`config.mk`:
```
export PLATFORM = sky130hd
export DESIGN_NAME = fire_ctrl
export DESIGN_NICKNAME = d
export VERILOG_FILES = /design/src/hdl/fire_pkg.sv /design/src/hdl/fire_ctrl.sv
export SDC_FILE = /design/constraint.sdc
export NUM_CORES = 1
export LEC_CHECK = 0
export BUFFER_PORTS_ARGS = -buffer_cell sky130_fd_sc_hd__buf_2
export CELL_PAD_IN_SITES_DETAIL_PLACEMENT = 1
export CELL_PAD_IN_SITES_GLOBAL_PLACEMENT = 1
export CORE_MARGIN = 10
export CORE_UTILIZATION = 33
export DETAILED_ROUTE_END_ITERATION = 10
export PLACE_DENSITY = 0.84
export SYNTH_ARGS = -nofsm -noshare
export SYNTH_HDL_FRONTEND = slang
export SYNTH_SLANG_ARGS = --single-unit
```
`constraint.sdc`:
```
create_clock -name clk_i -period 3.25 [get_ports clk_i]
set_clock_uncertainty 0.1 [all_clocks]
set_input_delay 0.65 -clock clk_i [delete_from_list [all_inputs] [get_ports clk_i]]
set_output_delay 0.65 -clock clk_i [all_outputs]
set_load 0.02 [all_outputs]
```
`src/hdl/fire_pkg.sv`:
```
// Shared types, constants and the color palette of the fire effect cell engine.
`default_nettype none

package fire_pkg;

  // Fixed field widths
  localparam int unsigned OP_W      = 2;
  localparam int unsigned RND_W     = 2;
  localparam int unsigned POS_W     = 7;
  localparam int unsigned CFG_W     = 8;
  localparam int unsigned CFG_IDX_W = 2;
  localparam int unsigned RGB_W     = 24;

  // Register indexes and reset values
  localparam logic [CFG_IDX_W-1:0] REG_COLS = 2'd0;
  localparam logic [CFG_IDX_W-1:0] REG_ROWS = 2'd1;
  localparam logic [CFG_W-1:0]     COLS_RST = 8'd110;
  localparam logic [CFG_W-1:0]     ROWS_RST = 8'd80;

  // Operation codes
  typedef enum logic [OP_W-1:0] {
    OP_RESEED = 2'd0,
    OP_SPREAD = 2'd1,
    OP_READ   = 2'd2,
    OP_UNUSED = 2'd3
  } op_e;

  // Palette: 37 entries, heat above the last entry uses the last one
  localparam int unsigned PAL_LAST  = 36;
  localparam int unsigned PAL_IDX_W = 6;
  localparam logic [RGB_W-1:0] PAL_TAB [0:PAL_LAST] = '{
    24'h070707, 24'h1F0707, 24'h2F0F07, 24'h470F07, 24'h571707, 24'h671F07,
    24'h771F07, 24'h8F2707, 24'h9F2F07, 24'hAF3F07, 24'hBF4707, 24'hC74707,
    24'hDF4F07, 24'hDF5707, 24'hDF5707, 24'hD75F07, 24'hD75F07, 24'hD7670F,
    24'hCF6F0F, 24'hCF770F, 24'hCF7F0F, 24'hCF8717, 24'hC78717, 24'hC78F17,
    24'hC7971F, 24'hBF9F1F, 24'hBF9F1F, 24'hBFA727, 24'hBFA727, 24'hBFAF2F,
    24'hB7AF2F, 24'hB7B72F, 24'hB7B737, 24'hCFCF6F, 24'hDFDF9F, 24'hEFEFC7,
    24'hFFFFFF
  };

  // Commands from the controller to the datapath
  typedef struct packed {
    logic capture;    // latch the accepted item
    logic clr_start;  // restart clear counter and scan position
    logic clr_wr;     // write one clear entry and advance
    logic rd_calc;    // compute read address and range flag
    logic rd_mem;     // read the store at the read address
    logic sp_rd;      // read the scan source cell
    logic sp_wr;      // write the target cell and advance the scan
    logic out_load;   // load the output register
  } fire_cmd_t;

  // Status from the datapath to the controller
  typedef struct packed {
    logic cfg_wr;     // a register write to a listed register
    logic clr_last;   // clear counter sits on the last entry
    logic rows_lt2;   // a single row: nothing to spread
  } fire_sts_t;

endpackage

`default_nettype wire

```
`src/hdl/fire_ctrl.sv`:
```
// Controller state machine of the fire effect cell engine.
`default_nettype none

module fire_ctrl (
  input  wire logic                       clk_i,
  input  wire logic                       rst_ni,
  input  wire logic                       in_valid_i,
  output logic                            in_stall_o,
  input  wire logic [fire_pkg::OP_W-1:0]  opcode_i,
  output logic                            out_valid_o,
  input  wire logic                       out_stall_i,
  input  wire fire_pkg::fire_sts_t        sts_i,
  output fire_pkg::fire_cmd_t             cmd_o
);
  import fire_pkg::*;

  typedef enum logic [2:0] {
    ST_PREP,
    ST_CLEAR,
    ST_IDLE,
    ST_RD_ADDR,
    ST_RD_MEM,
    ST_SP_RD,
    ST_SP_WR,
    ST_FINISH
  } state_e;

  state_e state_q;
  logic   pend_q;
  logic   out_valid_q;
  logic   accept;
  logic   out_free;

  assign accept   = (state_q == ST_IDLE) && in_valid_i;
  assign out_free = !out_valid_q || !out_stall_i;

  // Decode commands from the current state
  always_comb begin
    cmd_o           = '0;
    cmd_o.capture   = accept;
    cmd_o.clr_start = (state_q == ST_PREP);
    cmd_o.clr_wr    = (state_q == ST_CLEAR);
    cmd_o.rd_calc   = (state_q == ST_RD_ADDR);
    cmd_o.rd_mem    = (state_q == ST_RD_MEM);
    cmd_o.sp_rd     = (state_q == ST_SP_RD);
    cmd_o.sp_wr     = (state_q == ST_SP_WR);
    cmd_o.out_load  = (state_q == ST_FINISH) && out_free;
  end

  assign in_stall_o  = (state_q != ST_IDLE);
  assign out_valid_o = out_valid_q;

  // Hold state, pending reseed result and output valid
  always_ff @(posedge clk_i or negedge rst_ni) begin
    if (!rst_ni) begin
      state_q     <= ST_PREP;
      pend_q      <= 1'b0;
      out_valid_q <= 1'b0;
    end else begin
      // Output register: set on load, drop on a transfer
      if (cmd_o.out_load) begin
        out_valid_q <= 1'b1;
      end else if (out_valid_q && !out_stall_i) begin
        out_valid_q <= 1'b0;
      end

      if (sts_i.cfg_wr) begin
        state_q <= ST_PREP;
      end else begin
        case (state_q)
          ST_PREP: begin
            state_q <= ST_CLEAR;
          end
          ST_CLEAR: begin
            if (sts_i.clr_last) begin
              state_q <= pend_q ? ST_FINISH : ST_IDLE;
              pend_q  <= 1'b0;
            end
          end
          ST_IDLE: begin
            if (in_valid_i) begin
              case (op_e'(opcode_i))
                OP_RESEED: begin
                  state_q <= ST_PREP;
                  pend_q  <= 1'b1;
                end
                OP_SPREAD: begin
                  state_q <= sts_i.rows_lt2 ? ST_FINISH : ST_SP_RD;
                end
                OP_READ: begin
                  state_q <= ST_RD_ADDR;
                end
                default: begin
                  state_q <= ST_FINISH;
                end
              endcase
            end
          end
          ST_RD_ADDR: begin
            state_q <= ST_RD_MEM;
          end
          ST_RD_MEM: begin
            state_q <= ST_FINISH;
          end
          ST_SP_RD: begin
            state_q <= ST_SP_WR;
          end
          ST_SP_WR: begin
            state_q <= ST_FINISH;
          end
          ST_FINISH: begin
            if (out_free) begin
              state_q <= ST_IDLE;
            end
          end
          default: begin
            state_q <= ST_IDLE;
          end
        endcase
      end
    end
  end

endmodule

`default_nettype wire

```
# Yosys cells after proc, flatten, opt, wreduce, memory -nomap -nowiden
# Cells that the tools add are included.
[totals] register_bits=5 in_bits=9 out_inout_bits=10 wordCells=47
[classes] n_eq_ne=16 muxes=14 bitwise_logic=1 reduce_logical=13
[ops] operator="$pmux W3 S7" n=1
[ops] operator="$mux W3" n=5
[ops] operator="$eq A3 B3 Y1 const B" n=4
[ops] operator="$ne A3 B3 Y1 const B" n=3
[ops] operator="$pmux W3 S3" n=1
[ops] operator="$eq A3 B2 Y1 const B" n=2
[ops] operator="$mux W1" n=5
[ops] operator="$reduce_and A5 Y1" n=1
[ops] operator="$ne A2 B2 Y1 const B" n=2
[ops] operator="$reduce_bool A2 Y1" n=2
[ops] operator="$eq A3 B1 Y1 const B" n=1
[ops] operator="$logic_and A1 B1 Y1" n=3
[ops] operator="$logic_not A3 Y1" n=1
[ops] operator="$ne A3 B2 Y1 const B" n=1
[ops] operator="$reduce_and A3 Y1" n=1
[ops] operator="$eq A2 B1 Y1 const B" n=1
[ops] operator="$eq A2 B2 Y1 const B" n=1
[ops] operator="$logic_not A1 Y1" n=2
[ops] operator="$logic_not A2 Y1" n=1
[ops] operator="$mux W2" n=1
[ops] operator="$ne A2 B1 Y1 const B" n=1
[ops] operator="$pmux W1 S2" n=1
[ops] operator="$reduce_or A2 Y1" n=1
[ops] operator="$logic_or A1 B1 Y1" n=1
[ops] operator="$not A1 Y1" n=1

# Longest topological paths before layout
[logic_depth] depth_word=5 mapped_depth=5 depth_no_buf=4

# Worst setup path before layout
# Ideal clock, no wire load.
[synth_timing] path_kind="register to output" startpoint="reg state_q[0]" endpoint="out cmd_o[7] (netlist name)" arrival_time_ns=1.042 required_time_ns=2.500 path_slack_ns=1.458 stages_incl_launch_ff=5 n_path_buf=1 cell_sequence="dfrtp_1 > nand2b_1 > nand2b_2 > nor2_2 > buf_4"
[synth_between] elab_chain_len=2
[synth_lines] item="start, declared" line="fire_ctrl.sv:28" source="state_e state_q;"
[synth_lines] item="start signal, assigned" line="fire_ctrl.sv:76" source="state_q <= pend_q ? ST_FINISH : ST_IDLE;"
[synth_lines] item="start signal, assigned" line="fire_ctrl.sv:88" source="state_q <= sts_i.rows_lt2 ? ST_FINISH : ST_SP_RD;"
[synth_lines] item="$eq A3 B2 Y1" line="fire_ctrl.sv:34" source="assign accept = (state_q == ST_IDLE) && in_valid_i;"
[synth_lines] item="$logic_and A1 B1 Y1" line="fire_ctrl.sv:34"
[synth_lines] item="end, declared" line="fire_ctrl.sv:13" source="output fire_pkg::fire_cmd_t cmd_o"
# Every way passes these cells.

==> Implementation_results.wiki <==
{| class="wikitable"
! Metric !! Value
|-
| Die area || 0.00317 mm²
|-
| Effective utilization at floorplan || about a third
|-
| Number of storage elements in the synthesis netlist || 5
|-
| Most area-consuming cells after synthesis || dfrtp_1, buf_6, nor2_1, nor3_1, a21oi_1
|-
| Hold bufs inserted after CTS || 0
|-
| Final setup violating endpoints || 0
|-
| First-pass GRT wire length || 2110 µm
|-
| Minimum period implied by the final worst setup slack || 2250 ps
|-
| Die Span X || 56.3 µm
|-
| Total overflow reported by the global router || 0
|-
| Worst min-delay path class || input port to async pin
|-
| Antenna-violating nets left || 0
|-
| DRC violations left || 0
|-
| Drt first-iter violations || 1
|-
| Number of iterations in the first detailed-routing pass || 3
|-
| Final-report max-slew violation count || 0
|-
| Proportion of netlist area held by the largest area contributor || 28.7%
|-
| Post-route worst hold slack || 110 ps
|-
| Cts bufs inserted || 3
|-
| Clock transition time at the flip-flop clock pins of the worst setup and hold paths || approximately 50 ps
|-
| Maximum number of pins on one net before global-route repair || 13
|-
| Worst supply voltage drop on vdd || 0.000345 V
|-
| Count of endpoints failing hold in the final timing report || 0
|-
| Fraction of final layout cells with drive strength greater than 1 || 47.1%
|-
| Data arrival time of the critical path || 1500 ps
|-
| Area Overhead vs Synth || 21.6%
|-
| Count of buffers inserted at the top-level ports || 18
|-
| Clock latency reported for the late side of the worst-skew pair || around 240 ps
|-
| Final antenna diode count || 0
|-
| RSZ-0062 raised after global routing || no
|-
| Crit path launch type || flop
|-
| Number of levels the H-tree was split into || 1
|-
| Number of global-route vias before repair || 458
|-
| Post-CTS Setup Repair Bufs || 0
|-
| Antenna violations before repair || 0
|-
| Sequential cell area in the final layout || 125 µm²
|-
| Post_cts resized || 0
|-
| Nets@finish || 78
|-
| HPWL reported at the end of detailed placement || 1000 µm
|-
| Sum of negative setup slack || 0 ps
|-
| Slew at the pin closest to its max-slew limit || 420 ps
|-
| Pwr/cell area || 597 mW/mm²
|-
| Critical Path End Type || output pin
|-
| Number of distinct standard cells referenced by the synthesized netlist || 27
|-
| Clock Root Buffer || clkbuf_4
|-
| Clk buf depth || 2
|-
| Vias/cell || 4.94
|-
| Final core utilization || about two fifths
|-
| Number of standard-cell rows in the floorplan || 13
|-
| Filler Cell Count || roughly 160
|-
| Worst slew margin || 72.0%
|-
| Max Freq || 444 MHz
|-
| Average size of a mapped cell || between 8 and 9 µm²
|-
| Netlist area before placement || between 400 and 500 µm²
|-
| Final weighted congestion of routability-driven global placement || 0.808
|-
| Share of flip-flops with an asynchronous set or reset || 100%
|-
| Leak Pwr || roughly 0.00027 µW
|-
| Final Cycle Share || between 60% and 70%
|-
| Dominant synthesized flop cell || dfrtp_1
|-
| Crit Path Class || flop to output pin
|-
| Post-Syn Nets || 59
|-
| Cell count after synthesis || 50
|-
| CTS Sinks || 5
|-
| Core ar. || 0.00127 mm²
|-
| TritonCTS clock tree || yes
|-
| Number of flops mapped to enable cells by yosys || 0
|-
| Total via count after detailed routing || around 400
|-
| GRT Overall Usage || 7.96%
|-
| Die Y-Extent || 56.3 µm
|-
| Biggest fanout along the worst timing path || 12
|-
| Max-capacitance violation count || 0
|-
| Top-level port count || 19
|-
| Cell types with the highest counts after synthesis || nor2_1, dfrtp_1, nor3_1
|-
| Routed WL || 1150 µm
|-
| Instance count after placement with tap cells included || 79
|-
| Top cell type by total area after synthesis || dfrtp_1
|-
| Status || finished, final reports clean
|-
| Most frequently used cell type in the post-synthesis netlist || nor2_1
|-
| Sequential area share after synthesis || 28.7%
|-
| Multi-input combinational cell area || 262 µm²
|-
| WL/cell || 13.9 µm
|-
| Required time of the critical path || 2500 ps
|-
| Number of warnings issued by yosys || 0
|-
| Final instance count without filler cells || between 80 and 90
|}
-- report_power, final --
group          switching [µW]  total (µW)  internal [µW]
Sequential               31.8         106           74.0
Clock                    26.0        72.5           46.5
Combinational            76.0         138           61.7
Total                     134         316            182
-- critical path: stages (launching register included) --
cell	delay (ps)
dfrtp_1	510
nand2b_1	250
nand2b_2	230
nor2_2	100
buf_2	170
-- worst paths after layout --
path,startpoint,end,slack (ps),cells past startpoint
max in group asynchronous,rst_ni,state_q[1],2810,1
worst max-delay path,state_q[0],cmd_o[7],1000,4
min in group clk_i,pend_q,pend_q,450,1
worst min-delay path,rst_ni,state_q[2],110,1
worst min register to register,pend_q,pend_q,450,1
worst max register to register,state_q[2],state_q[0],1810,4
-- sequential cells by signal, indices dropped and copies added, names as in the netlist --
signal       cells
out_valid_o      1
pend_q           1
state_q          3
-- layer usage --
layer / global-route usage, % / up-vias / wire length, µm
li1: - / 207 / -
met1: 8.73 / 193 / 519
met2: 13.2 / 10 / 573
met3: 4.04 / 0 / 59
met4: 2.06 / 0 / 0
met5: 0 / - / 0
-- cells by family after synthesis --
| group | synth area share [%] |
|---|---|
| compound gates | 20.7 |
| flops | 28.7 |
| simple gates | 39.4 |
| buf+inv | 11.2 |
-- layout make-up --
cell class | count | area share (%)
repair buffers | 18 | 17.0
clock buffers | 4 | 4.96
multi-input cells | 39 | 49.4
well taps | 15 | 3.55
flip-flops and latches | 5 | 23.6
inverters | 2 | 1.42
-- through the flow --
stage / area (µm²) / setup slack, ps / power, µW
detailed placement: 503 / 1250 / 247
floorplan: 435 / 1460 / 222
finish: 529 / 998 / 316
CTS: 529 / 975 / 321
global route: 529 / 875 / 345
global placement: 503 / 1300 / 243
-- layout by cell type, fill, tap and decap left out, types with 2 or more instances in the layout --
| cell | count |
|---|---|
| nor2_1 | 7 |
| nand2_1 | 3 |
| buf_2 | 18 |
| nand2b_1 | 2 |
| nor3_2 | 2 |
| clkbuf_4 | 3 |
| a21oi_1 | 4 |
| dfrtp_1 | 5 |
| nor3_1 | 5 |
Note: power is estimated with default switching activity, not from simulation.
